===== config.mk =====
export PLATFORM = sky130hd
export DESIGN_NAME = linked_list_table_engine
export DESIGN_NICKNAME = d
export VERILOG_FILES = /design/src/lle_pkg.sv /design/src/lle_node_mem.sv /design/src/lle_seq.sv /design/src/linked_list_table_engine.sv
export VERILOG_INCLUDE_DIRS = /design/src /design/src/src
export SDC_FILE = /design/constraint.sdc
export NUM_CORES = 2
export LEC_CHECK = 0
export BUFFER_PORTS_ARGS = -buffer_cell sky130_fd_sc_hd__buf_2
export CAP_MARGIN = 10
export CORE_MARGIN = 2
export CORE_UTILIZATION = 65
export CTS_CLUSTER_DIAMETER = 50
export DETAILED_ROUTE_END_ITERATION = 8
export PLACE_DENSITY = 0.81
export SLEW_MARGIN = 0
export SYNTH_ARGS = -nofsm -noshare
export SYNTH_HDL_FRONTEND = slang
export SYNTH_SLANG_ARGS = --single-unit

===== constraint.sdc =====
create_clock -name clk -period 9.85 [get_ports clk]
set_clock_uncertainty 0.2 [all_clocks]
set_input_delay 0.4925 -clock clk [delete_from_list [all_inputs] [get_ports clk]]
set_output_delay 0.4925 -clock clk [all_outputs]
set_load 0.005 [all_outputs]

===== src/linked_list_table_engine_defines.svh =====
// ----------------------------------------------------------------------------
// Linked list table engine assertion macros
// Shared check macros for the engine; they compile away when SYNTH is defined.
// ----------------------------------------------------------------------------
`ifndef LINKED_LIST_TABLE_ENGINE_DEFINES_SVH
`define LINKED_LIST_TABLE_ENGINE_DEFINES_SVH

`ifndef SYNTH
// Same-cycle implication, sampled on clk and disabled while arst_n is low.
`define LLE_ASSERT_IMP(lbl, ante, cons) \
	lbl: assert property (@(posedge clk) disable iff (!arst_n) (ante) |-> (cons)) \
		else $error("linked list engine check failed");
// Next-cycle implication, sampled on clk and disabled while arst_n is low.
`define LLE_ASSERT_NXT(lbl, ante, cons) \
	lbl: assert property (@(posedge clk) disable iff (!arst_n) (ante) |=> (cons)) \
		else $error("linked list engine check failed");
`else
`define LLE_ASSERT_IMP(lbl, ante, cons)
`define LLE_ASSERT_NXT(lbl, ante, cons)
`endif

`endif


===== src/lle_pkg.sv =====
// ----------------------------------------------------------------------------
// Linked list table engine package
// Command and status codes, item types and sequencer states.
// ----------------------------------------------------------------------------
package lle_pkg;

	localparam int POS_W  = 7;
	localparam int ITEM_W = 32;

	typedef enum logic [1:0] {
		CMD_INSERT = 2'd0,
		CMD_SEARCH = 2'd1,
		CMD_DELETE = 2'd2,
		CMD_DUMP   = 2'd3
	} cmd_t;

	typedef enum logic [1:0] {
		STAT_OK        = 2'd0,
		STAT_NOT_FOUND = 2'd1,
		STAT_EMPTY     = 2'd2,
		STAT_FULL      = 2'd3
	} status_t;

	typedef struct packed {
		cmd_t                     cmd;
		logic signed [ITEM_W-1:0] value;
	} in_item_t;

	typedef struct packed {
		status_t                  status;
		logic [POS_W-1:0]         position;
		logic signed [ITEM_W-1:0] item_value;
		logic                     last;
	} out_item_t;

	// Strobes from the sequencer to the node memories.
	typedef struct packed {
		logic rd_en;
		logic val_we;
		logic link_we;
	} mem_ctl_t;

	typedef enum logic [2:0] {
		ST_IDLE,
		ST_INS_RD,
		ST_INS_LINK,
		ST_WALK,
		ST_DEL_PREV,
		ST_DEL_FREE,
		ST_REPLY
	} state_t;

	function automatic out_item_t mk_item(status_t st, logic [POS_W-1:0] pos,
			logic signed [ITEM_W-1:0] val, logic lst);
		out_item_t r;
		r.status     = st;
		r.position   = pos;
		r.item_value = val;
		r.last       = lst;
		return r;
	endfunction

endpackage


===== src/lle_node_mem.sv =====
// ----------------------------------------------------------------------------
// Linked list node memories
// Value and link arrays with one write and one registered read per cycle.
// ----------------------------------------------------------------------------
module lle_node_mem #(
	parameter int CAPACITY    = 64,
	parameter int VALUE_WIDTH = 32,
	localparam int IDX_W      = $clog2(CAPACITY),
	localparam int PTR_W      = $clog2(CAPACITY + 1)
) (
	input  logic                          clk,
	input  logic                          arst_n,
	input  lle_pkg::mem_ctl_t             ctl,
	input  logic [PTR_W-1:0]              rd_addr,
	input  logic [PTR_W-1:0]              wr_addr,
	input  logic signed [VALUE_WIDTH-1:0] wr_val,
	input  logic [PTR_W-1:0]              wr_link,
	output logic signed [VALUE_WIDTH-1:0] rd_val,
	output logic [PTR_W-1:0]              rd_link
);
	import lle_pkg::*;

	logic [VALUE_WIDTH-1:0] val_mem [CAPACITY];
	logic [PTR_W-1:0]       link_mem [CAPACITY];
	logic [CAPACITY-1:0]    link_set_q;

	logic [VALUE_WIDTH-1:0] rd_val_q;
	logic [PTR_W-1:0]       rd_link_q;
	logic [PTR_W-1:0]       rd_addr_q;
	logic                   rd_set_q;

	logic [IDX_W-1:0] rd_idx;
	logic [IDX_W-1:0] wr_idx;

	assign rd_idx = rd_addr[IDX_W-1:0];
	assign wr_idx = wr_addr[IDX_W-1:0];

	always_ff @(posedge clk) begin
		if (ctl.val_we) begin
			val_mem[wr_idx] <= wr_val;
		end
		if (ctl.link_we) begin
			link_mem[wr_idx] <= wr_link;
		end
		if (ctl.rd_en) begin
			rd_val_q  <= val_mem[rd_idx];
			rd_link_q <= link_mem[rd_idx];
			rd_set_q  <= link_set_q[rd_idx];
			rd_addr_q <= rd_addr;
		end
	end

	// A link never written still holds its reset value: the next node in index
	// order, where one past the last node is the none code.
	always_ff @(posedge clk or negedge arst_n) begin
		if (!arst_n) begin
			link_set_q <= '0;
		end else if (ctl.link_we) begin
			link_set_q[wr_idx] <= 1'b1;
		end
	end

	assign rd_val  = $signed(rd_val_q);
	assign rd_link = rd_set_q ? rd_link_q : PTR_W'(rd_addr_q + 1'b1);

endmodule


===== src/lle_seq.sv =====
// ----------------------------------------------------------------------------
// Linked list sequencer
// Holds the list pointers and walks the node memories for each command.
// ----------------------------------------------------------------------------
module lle_seq #(
	parameter int CAPACITY    = 64,
	parameter int VALUE_WIDTH = 32,
	localparam int PTR_W      = $clog2(CAPACITY + 1),
	localparam int CNT_W      = $clog2(CAPACITY + 1)
) (
	input  logic                          clk,
	input  logic                          arst_n,
	input  logic                          req_valid,
	output logic                          req_ready,
	input  lle_pkg::in_item_t             req,
	output logic                          res_valid,
	input  logic                          res_ready,
	output lle_pkg::out_item_t            res,
	output lle_pkg::mem_ctl_t             mem_ctl,
	output logic [PTR_W-1:0]              rd_addr,
	output logic [PTR_W-1:0]              wr_addr,
	output logic signed [VALUE_WIDTH-1:0] wr_val,
	output logic [PTR_W-1:0]              wr_link,
	input  logic signed [VALUE_WIDTH-1:0] rd_val,
	input  logic [PTR_W-1:0]              rd_link
);
	import lle_pkg::*;

	localparam logic [PTR_W-1:0] NIL = PTR_W'(CAPACITY);

	state_t state_q, state_d;

	logic [PTR_W-1:0] head_q, tail_q, free_q;
	logic [CNT_W-1:0] count_q;
	logic [PTR_W-1:0] cur_q, prev_q, next_q;
	logic [CNT_W-1:0] steps_q;
	cmd_t             cmd_q;
	logic signed [VALUE_WIDTH-1:0] value_q;
	out_item_t        reply_q;

	logic head_ok, tail_ok, free_ok, prev_ok, link_ok;
	logic at_limit, hit, fin, list_full;
	logic [PTR_W-1:0] new_head;
	logic [POS_W-1:0] pos_now;

	assign head_ok   = head_q < NIL;
	assign tail_ok   = tail_q < NIL;
	assign free_ok   = free_q < NIL;
	assign prev_ok   = prev_q < NIL;
	assign link_ok   = rd_link < NIL;
	assign at_limit  = steps_q == CNT_W'(CAPACITY - 1);
	assign hit       = rd_val == value_q;
	assign fin       = !link_ok || at_limit;
	assign list_full = (count_q >= CNT_W'(CAPACITY)) || !free_ok;
	assign new_head  = prev_ok ? head_q : next_q;
	assign pos_now   = POS_W'(steps_q + 1'b1);

	// Next state.
	always_comb begin
		state_d = state_q;
		case (state_q)
			ST_IDLE: begin
				if (req_valid) begin
					if (req.cmd == CMD_INSERT) begin
						state_d = list_full ? ST_REPLY : ST_INS_RD;
					end else begin
						state_d = head_ok ? ST_WALK : ST_REPLY;
					end
				end
			end
			ST_INS_RD:   state_d = (head_ok && tail_ok) ? ST_INS_LINK : ST_REPLY;
			ST_INS_LINK: state_d = ST_REPLY;
			ST_WALK: begin
				if (cmd_q == CMD_DUMP) begin
					if (res_ready && fin) begin
						state_d = ST_IDLE;
					end
				end else if (hit) begin
					if (cmd_q == CMD_SEARCH) begin
						state_d = ST_REPLY;
					end else begin
						state_d = prev_ok ? ST_DEL_PREV : ST_DEL_FREE;
					end
				end else if (fin) begin
					state_d = ST_REPLY;
				end
			end
			ST_DEL_PREV: state_d = ST_DEL_FREE;
			ST_DEL_FREE: state_d = ST_REPLY;
			ST_REPLY: begin
				if (res_ready) begin
					state_d = ST_IDLE;
				end
			end
			default: state_d = ST_IDLE;
		endcase
	end

	// Outputs and memory strobes. The sequencer never reads and writes the
	// memories in the same cycle, so no forwarding path is needed.
	always_comb begin
		req_ready = 1'b0;
		res_valid = 1'b0;
		res       = reply_q;
		mem_ctl   = '0;
		rd_addr   = cur_q;
		wr_addr   = cur_q;
		wr_val    = value_q;
		wr_link   = NIL;
		case (state_q)
			ST_IDLE: begin
				req_ready = 1'b1;
				if (req_valid) begin
					if (req.cmd == CMD_INSERT) begin
						mem_ctl.rd_en = !list_full;
						rd_addr       = free_q;
					end else begin
						mem_ctl.rd_en = head_ok;
						rd_addr       = head_q;
					end
				end
			end
			ST_INS_RD: begin
				mem_ctl.val_we  = 1'b1;
				mem_ctl.link_we = 1'b1;
			end
			ST_INS_LINK: begin
				mem_ctl.link_we = 1'b1;
				wr_addr         = tail_q;
				wr_link         = cur_q;
			end
			ST_WALK: begin
				rd_addr = rd_link;
				if (cmd_q == CMD_DUMP) begin
					res_valid     = 1'b1;
					res           = mk_item(STAT_OK, pos_now, ITEM_W'(rd_val), fin);
					mem_ctl.rd_en = res_ready && !fin;
				end else begin
					mem_ctl.rd_en = !hit && !fin;
				end
			end
			ST_DEL_PREV: begin
				mem_ctl.link_we = 1'b1;
				wr_addr         = prev_q;
				wr_link         = next_q;
			end
			ST_DEL_FREE: begin
				mem_ctl.link_we = 1'b1;
				wr_link         = free_ok ? free_q : NIL;
			end
			ST_REPLY: begin
				res_valid = 1'b1;
			end
			default: begin
				req_ready = 1'b0;
			end
		endcase
	end

	// List pointers and sequencer state.
	always_ff @(posedge clk or negedge arst_n) begin
		if (!arst_n) begin
			state_q <= ST_IDLE;
			head_q  <= NIL;
			tail_q  <= NIL;
			free_q  <= '0;
			count_q <= '0;
		end else begin
			state_q <= state_d;
			case (state_q)
				ST_INS_RD: begin
					free_q <= rd_link;
					if (!(head_ok && tail_ok)) begin
						head_q  <= cur_q;
						tail_q  <= cur_q;
						count_q <= count_q + 1'b1;
					end
				end
				ST_INS_LINK: begin
					tail_q  <= cur_q;
					count_q <= count_q + 1'b1;
				end
				ST_DEL_FREE: begin
					free_q <= cur_q;
					if (count_q != '0) begin
						count_q <= count_q - 1'b1;
					end
					if (new_head >= NIL) begin
						head_q <= NIL;
						tail_q <= NIL;
					end else begin
						head_q <= new_head;
						if (tail_q == cur_q) begin
							tail_q <= prev_ok ? prev_q : NIL;
						end
					end
				end
				default: begin
					head_q <= head_q;
				end
			endcase
		end
	end

	// Per-item working registers.
	always_ff @(posedge clk) begin
		case (state_q)
			ST_IDLE: begin
				if (req_valid) begin
					cmd_q   <= req.cmd;
					value_q <= VALUE_WIDTH'(req.value);
					cur_q   <= (req.cmd == CMD_INSERT) ? free_q : head_q;
					prev_q  <= NIL;
					steps_q <= '0;
					if (req.cmd == CMD_INSERT) begin
						reply_q <= mk_item(STAT_FULL, '0, '0, 1'b1);
					end else begin
						reply_q <= mk_item(STAT_EMPTY, '0, '0, 1'b1);
					end
				end
			end
			ST_INS_RD, ST_INS_LINK, ST_DEL_FREE: begin
				reply_q <= mk_item(STAT_OK, '0, '0, 1'b1);
			end
			ST_WALK: begin
				if (cmd_q == CMD_DUMP) begin
					if (res_ready && !fin) begin
						cur_q   <= rd_link;
						steps_q <= steps_q + 1'b1;
					end
				end else if (hit) begin
					next_q  <= rd_link;
					reply_q <= mk_item(STAT_OK, pos_now, ITEM_W'(rd_val), 1'b1);
				end else if (fin) begin
					reply_q <= mk_item(STAT_NOT_FOUND, '0, '0, 1'b1);
				end else begin
					prev_q  <= cur_q;
					cur_q   <= rd_link;
					steps_q <= steps_q + 1'b1;
				end
			end
			default: begin
				cmd_q <= cmd_q;
			end
		endcase
	end

endmodule


===== src/linked_list_table_engine.sv =====
// An insert writes the node in ST_INS_RD, links the old tail in ST_INS_LINK, then answers
// from ST_REPLY (an empty list skips ST_INS_LINK, a full one goes straight to ST_REPLY);
// search and delete walk one node per cycle, then delete relinks in ST_DEL_PREV and ST_DEL_FREE;
// dump gives its first item once the head read is back, then one per cycle as fast as the result
// side takes them. One command at a time; the node memory's single read port sets the walk rate.
// Reset (arst_n low) empties the list at once; there is no clearing pass.
// ----------------------------------------------------------------------------
// Linked list table engine
// Bounded singly linked list with a free list, kept in node memories.
// ----------------------------------------------------------------------------
`include "linked_list_table_engine_defines.svh"

module linked_list_table_engine #(
	parameter int CAPACITY    = 64,
	parameter int VALUE_WIDTH = 32
) (
	input  logic               clk,
	input  logic               arst_n,
	input  logic               req_valid,
	output logic               req_ready,
	input  lle_pkg::in_item_t  req,
	output logic               rsp_valid,
	input  logic               rsp_ready,
	output lle_pkg::out_item_t rsp
);
	import lle_pkg::*;

	localparam int PTR_W = $clog2(CAPACITY + 1);

	// Sequencer result side, before the output register.
	logic      res_valid;
	logic      res_ready;
	out_item_t res;

	// Node memory port.
	mem_ctl_t                      mem_ctl;
	logic [PTR_W-1:0]              rd_addr;
	logic [PTR_W-1:0]              wr_addr;
	logic signed [VALUE_WIDTH-1:0] wr_val;
	logic [PTR_W-1:0]              wr_link;
	logic signed [VALUE_WIDTH-1:0] rd_val;
	logic [PTR_W-1:0]              rd_link;

	// Output register.
	logic      out_valid_q;
	out_item_t out_q;

	// The sequencer owns the head, tail and free pointers plus the node count,
	// and steps through the list one node per cycle, a dump only while results are taken: the
	// link read back from the memory is the address of the next read.
	lle_seq #(
		.CAPACITY    (CAPACITY),
		.VALUE_WIDTH (VALUE_WIDTH)
	) u_seq (
		.clk       (clk),
		.arst_n    (arst_n),
		.req_valid (req_valid),
		.req_ready (req_ready),
		.req       (req),
		.res_valid (res_valid),
		.res_ready (res_ready),
		.res       (res),
		.mem_ctl   (mem_ctl),
		.rd_addr   (rd_addr),
		.wr_addr   (wr_addr),
		.wr_val    (wr_val),
		.wr_link   (wr_link),
		.rd_val    (rd_val),
		.rd_link   (rd_link)
	);

	// Node values and links. Unwritten links read back as the initial free
	// chain, so the free list exists from reset without a sweep.
	lle_node_mem #(
		.CAPACITY    (CAPACITY),
		.VALUE_WIDTH (VALUE_WIDTH)
	) u_mem (
		.clk     (clk),
		.arst_n  (arst_n),
		.ctl     (mem_ctl),
		.rd_addr (rd_addr),
		.wr_addr (wr_addr),
		.wr_val  (wr_val),
		.wr_link (wr_link),
		.rd_val  (rd_val),
		.rd_link (rd_link)
	);

	// The output register takes a new item whenever it is empty or its item is
	// leaving in this cycle, so a dump streams one item per cycle while rsp_ready is high.
	assign res_ready = !out_valid_q || rsp_ready;

	always_ff @(posedge clk or negedge arst_n) begin
		if (!arst_n) begin
			out_valid_q <= 1'b0;
		end else if (res_ready) begin
			out_valid_q <= res_valid;
		end
	end

	always_ff @(posedge clk) begin
		if (res_valid && res_ready) begin
			out_q <= res;
		end
	end

	assign rsp_valid = out_valid_q;
	assign rsp       = out_q;

	// A command is only taken while the sequencer has no result to give.
	`LLE_ASSERT_IMP(a_accept_quiet, req_valid && req_ready, !res_valid)
	// Once the last result of a command leaves, the sequencer is free again.
	`LLE_ASSERT_NXT(a_last_frees, res_valid && res_ready && res.last, req_ready)
	// Positions never run past the list capacity.
	`LLE_ASSERT_IMP(a_pos_range, res_valid, res.position <= POS_W'(CAPACITY))
	// Any status other than ok is a single, final result with no position.
	`LLE_ASSERT_IMP(a_err_single, res_valid && res.status != STAT_OK,
		res.last && res.position == '0)

endmodule

== After elaboration in Yosys (flattened, before gate mapping) ==
Memories as Yosys holds them, arrays and structs flattened. A register that Yosys moved wholly into a read port is not among the register bits.
Cells that the tools add are included.
Storage, ports and cells
  register bits: 250
  latch bits: 0
  RAM bits: 2496
  ROM bits: 0
  input bits: 38
  output and inout port bits: 44
  word-level logic and storage cells: 174
  memories kept: 2
Operators by class
  add/subtract/negate cells: 4
  multiply operators: 0
  div/mod/pow operators: 0
  $lt $le $gt $ge: 10
  equal/unequal tests: 25
  shifts and indexed selects: 0
  multiplexer cells: 73
  bitwise gates (word level): 2
  reductions and logical operators: 35
Memory list
  u_mem.val_mem: words 64, width 32, rd ports 1, clocked after Yosys merged registers in 1, wr ports 1, line lle_node_mem.sv:23  | logic [VALUE_WIDTH-1:0] val_mem [CAPACITY];
  u_mem.link_mem: words 64, width 7, rd ports 1, clocked after Yosys merged registers in 1, wr ports 1, line lle_node_mem.sv:24  | logic [PTR_W-1:0] link_mem [CAPACITY];
Operators with widths (count)
  $mux W42: 6
  $mux W7: 25
  $pmux W42 S3: 1
  $pmux W7 S2: 6
  $or A64 B64 Y64: 1
  $pmux W7 S3: 3
  $mux W41: 1
  $lt A7 B7 Y1 const B: 5
  $mux W3: 11
  $eq A32 B32 Y1: 1
  $add A7 B1 Y7 const B: 3
  $pmux W3 S6: 1
  $ge A7 B7 Y1 const B: 2
  $lt A6 B7 Y1 const B: 2
  $mux W1: 14
  $ne A2 B2 Y1 const B: 6
  $ne A3 B3 Y1 const B: 4
  $pmux W6 S2: 1
  $reduce_and A4 Y1: 3
  $reduce_and A5 Y1: 2
  $eq A3 B3 Y1 const B: 3
  $reduce_and A3 Y1: 3
  $eq A7 B6 Y1 const B: 1
  $eq A7 B7 Y1: 1
  25 further kinds: 43

== Depth between registers and ports, before layout ==
  word-level depth: 10
  gate-level depth with buffers: 15
  gate-level depth less buffers: 13

== Hierarchy ==
A second synthesis with hierarchy kept.
Second synthesis, totals
  cell total of the unflattened synthesis: 5086
  area total of the unflattened synthesis: 107420.5 µm²
Modules (own cells, without submodules)
  lle_node_mem: times used 1, cells an instance 4352, area each 98948.6 µm², sequential area each 77964.8 µm²
  lle_seq: times used 1, cells an instance 688, area each 7156.9 µm², sequential area each 3871.2 µm²
  linked_list_table_engine: times used 1, cells an instance 46, area each 1315.0 µm², sequential area each 1286.2 µm²

== Worst setup path before layout ==
OpenSTA, ideal clock, no wires.
  path kind: register -> register
  from: register u_seq.value_q[25], in the netlist u_seq.wr_val[25]
  to: register u_seq.reply_q[10] in the netlist's numbering (enable)
  library setup time: 0.457 ns
  data arrival time: 4.265 ns
  required time: 9.193 ns
  slack: 4.927 ns
  cell stages (with the launch flop): 9
  path buffers: 1
  clock period less this slack: 4.923 ns
  cell sequence: edfxtp_1 -> xnor2_1 -> nand4_1 -> nor4_1 -> nand2_1 -> clkbuf_1 -> a21oi_1 -> o21ai_0 -> a22oi_1
Between the ends
  longest elaborated chain between the ends: 3
RTL lines
  from (decl): line lle_seq.sv:38  | logic signed [VALUE_WIDTH-1:0] value_q;
  from (signal assigned): line lle_seq.sv:211  | value_q <= VALUE_WIDTH'(req.value);
  $eq A32 B32 Y1: line lle_seq.sv:52  | assign hit = rd_val == value_q;
  $ne A3 B1 Y1 (no line)
  $reduce_and A4 Y1 (no line)
  to (signal assigned): line lle_seq.sv:216  | reply_q <= mk_item(STAT_FULL, '0, '0, 1'b1);
  to (signal assigned): line lle_seq.sv:218  | reply_q <= mk_item(STAT_EMPTY, '0, '0, 1'b1);
  to (signal assigned): line lle_seq.sv:223  | reply_q <= mk_item(STAT_OK, '0, '0, 1'b1);
  to (decl): line lle_seq.sv:39  | out_item_t reply_q;
Every way passes these cells.
A chain may end at the register's enable or synchronous reset.

== Final worst setup path ==
  from: register u_seq.state_q[1]
  to: register u_mem.rd_val_q[13], in the netlist u_mem.rd_val[13] (read register of u_mem.val_mem) (data pin)
Between the ends
  longest elaborated chain between the ends: 2
  elaborated cells on any way between the ends: 4
  classes of those cells: eq/ne (1); mux (2); reduce/logical (1)
RTL lines
  from (decl): line lle_seq.sv:31  | state_t state_q, state_d;
  from (signal assigned): line lle_seq.sv:169  | state_q <= state_d;
  $eq A3 B2 Y1 or $logic_not A3 Y1 (tied branches): line lle_seq.sv:110  | case (state_q)
  $pmux W7 S2 or $pmux W1 S2 (tied branches): line lle_seq.sv:110
  to (decl): line lle_node_mem.sv:27  | logic [VALUE_WIDTH-1:0] rd_val_q;
Several ways; a longest one is shown, not always the timed one.

==> run metrics <==
Hold Path Origin=req[29]; vias in the first global route=59,513; CP max FO=77; count of standard-cell rows=149; Root Buffer=clkbuf_16; unique cell type count in the Yosys netlist=75; global route overflow=0; max_cap viols=0; detailed-placement wirelength estimate=146 mm; top cell type's share of synthesized area=0.749; Rel. slew slack=0.105; share of post-route cells with drive strength above 1=0.122; PortBufs=between 80 and 90; cell count after synthesis=6,100; peak supply drop=601 uV; sw frac=0.373; Power Density=349 nW/um^2; Area contributors post-synth=edfxtp_1 (75%), mux2i_1 (12%), o22ai_1 (3.7%), dfrtp_1 (2.2%), nor4_1 (0.95%); combinational power share=0.394; Via Count=60,541; Final ANT Viol Nets=0; R2R Path Start=u_seq.state_q[1]; final hold vios=0; CP Data Required Time=just over 10,000 ps; Worst Reg2Reg Path Length in Cells=9; Clock Latency Late Sink=950 ps; register area share after synthesis=0.772; most common cell in the netlist=edfxtp_1; register share of total power=0.359; CTS Hold Buffers Added=39; Final Critical Period=6050 ps; syn nets=just over 6,000; crit path to=u_mem.rd_val[13]; Post-synth EDFFs=2,688; crit start category=flip-flop; area occupied by multi-input gates=23,600 um^2; Min-Delay Path Class=primary input to flip-flop; post_cts resized=0; Top FF cell, synth=edfxtp_1; FMAX=around 0.17 GHz; vias per cell=around 7.0; drt pass-1 iters=6; Post-synth top cells=edfxtp_1 (2,688), mux2i_1 (1,284), o22ai_1 (638), buf_2 (177), nor2_1 (172); Tcrit/Tclk final=0.614; reg2reg end=u_mem.rd_val[13]; Die ar.=169,000 um^2; wire length per cell=31.6 um; crit end category=flip-flop; syn avg cell area=17.7 um^2; post-synthesis register bit count=about 2,800; Post-CTS Setup Repair Bufs=0; Slew @ Worst Pin=approximately 1300 ps; area delta synth->final=12.0%; CTS Sinks=2,784; Core ar.=about 160,000 um^2; Clock Pin Slew Worst Setup and Hold Paths=60 ps; WHS=65.0 ps; Worst Path Arrival=between 6000 and 7000 ps; clock network fraction of total power=0.246; ys async rst share=0.0345; worst setup path start=u_seq.state_q[1]; WS Path Type=flip-flop to flip-flop; DRC=0; antenna violations before repair=9; CTS tree=done; Chip Height=about 410 um; total CTS buffers=285; Internal=26.4 mW; final setup TNS=0 ps; area leader, netlist=edfxtp_1; Syn. warnings=0; RSZ-0062 raised after global routing=no; register area=83,100 um^2; # IOs=82; fin. max-slew vios=0; Final setup viols=0; synthesized area=108,000 um^2; Tot GR Track Use=0.321; CTS H-tree depth=5; number of DRC markers in iteration 0=~10,000; status=finished clean; Final #Nets=6,346; worst reg2reg setup slack=3800 ps; sw power=15.7 mW; die extent in x=~410 um; filler instances=9,049; wirelength, routed=roughly 270 mm; Max Buffers Root-to-Sink=4; largest net degree at the start of global routing=around 130; final cell count without fillers=8,692; Placed Cells=8,158; routability cong.=0.916; Leakage=42.4 nW; first-pass GRT wire length=394 mm; Starting Density=0.654
-- cell families (layout without fill, tap and decap cells) --
| group | after synthesis | count (layout) | share of synthesized area |
|---|---|---|---|
| xor+xnor | 52 | 52 | 0.00423 |
| other cells | 0 | 1 | 0 |
| simple gates | 717 | 717 | 0.0341 |
| compound gates | 871 | 871 | 0.0534 |
| flops | 2784 | 2784 | 0.772 |
| mux | 1286 | 1286 | 0.120 |
| fa+ha+maj | 8 | 8 | 0.000999 |
| buf+inv | 382 | 784 | 0.0161 |
-- layout by cell type (no fill, tap or decap), drive strengths merged, types with 5 or more instances in the layout --
cell,count
a211o,5
a21o,10
a21oi,23
a221oi,7
a222oi,6
a22oi,17
a31oi,8
and2,48
buf,237
bufinv,20
clkbuf,374
clkinv,89
clkinvlp,5
dfrtp,94
dlygate4sd3,38
edfxtp,2688
ha,7
inv,21
mux2i,1284
nand2,165
nand2b,16
nand3,9
nand3b,5
nand4,18
nor2,174
nor2b,8
nor3,15
nor4,164
o21ai,51
o221ai,41
o22a,41
o22ai,638
or2,74
or3,9
xnor2,41
xor2,11
-- flip-flops by register name (all words and copies together) (netlist names), 32 cells and up --
register and flops:
u_mem.val_mem 2048, u_mem.link_mem 448, u_mem.link_set_q 64, rsp 42
u_seq.reply_q 41, u_mem.rd_val 32, u_seq.wr_val 32
-- worst min path at each step --
| stage | depth (start not counted) | end |
|---|---|---|
| 2_1_floorplan | 0 | rsp_valid |
| 3_3_place_gp | 1 | u_mem.link_set_q[42] |
| 3_5_place_dp | 1 | u_mem.link_set_q[15] |
| 4_1_cts | 2 | u_seq.wr_val[29] |
| 5_1_grt | 2 | u_seq.wr_val[29] |
| 6_report | 2 | u_seq.wr_val[29] |
-- layer usage --
| layer | share of wire | vias up | global-route usage |
|---|---|---|---|
| li1 | - | 24877 | - |
| met3 | 0.13 | 693 | 0.0701 |
| met2 | 0.47 | 4528 | 0.504 |
| met1 | 0.36 | 30437 | 0.440 |
| met5 | 0.00014 | - | 0 |
| met4 | 0.046 | 6 | 0.141 |
-- power by group through the flow --
stage	logic [mW]	registers [mW]	clock network (mW)
after floorplan	10.5	15.3	0
after global placement	15.6	15.3	0
after detailed placement	15.9	15.3	0
after CTS	16.1	15.1	10.4
after global routing	17.1	15.2	10.8
final	16.6	15.1	10.4
-- through the flow --
stage | setup slack (ps) | power [mW] | area, um^2 | util
finish | 3800 | 42.1 | 121000 | 0.732
global route | 3630 | 43.1 | 121000 | 0.732
CTS | 3960 | 41.6 | 121000 | 0.731
detailed placement | 3970 | 31.3 | 111000 | 0.675
global placement | 4170 | 30.9 | 111000 | 0.675
floorplan | 4930 | 25.8 | 108000 | -
-- critical path: stages, from the launching register on --
cell and delay (ps):
dfrtp_1 840, and3b_1 750, nor2_4 170, a32oi_2 650, a211o_4 840, buf_12 530
o22ai_1 180, nor4_1 900, o22a_1 420, o221ai_1 180
-- area by class of cell --
class / instances / area share
inverters: 20 / 0.000643
repair buffers: 275 / 0.0188
flip-flops and latches: 2784 / 0.689
clock buffers: 374 / 0.0645
clock inverters: 115 / 0.00894
multi-input cells: 2934 / 0.195
well taps: 2189 / 0.0227
diodes: 1 / 0.0000207
No activity file was read; power rests on OpenSTA's default activity.
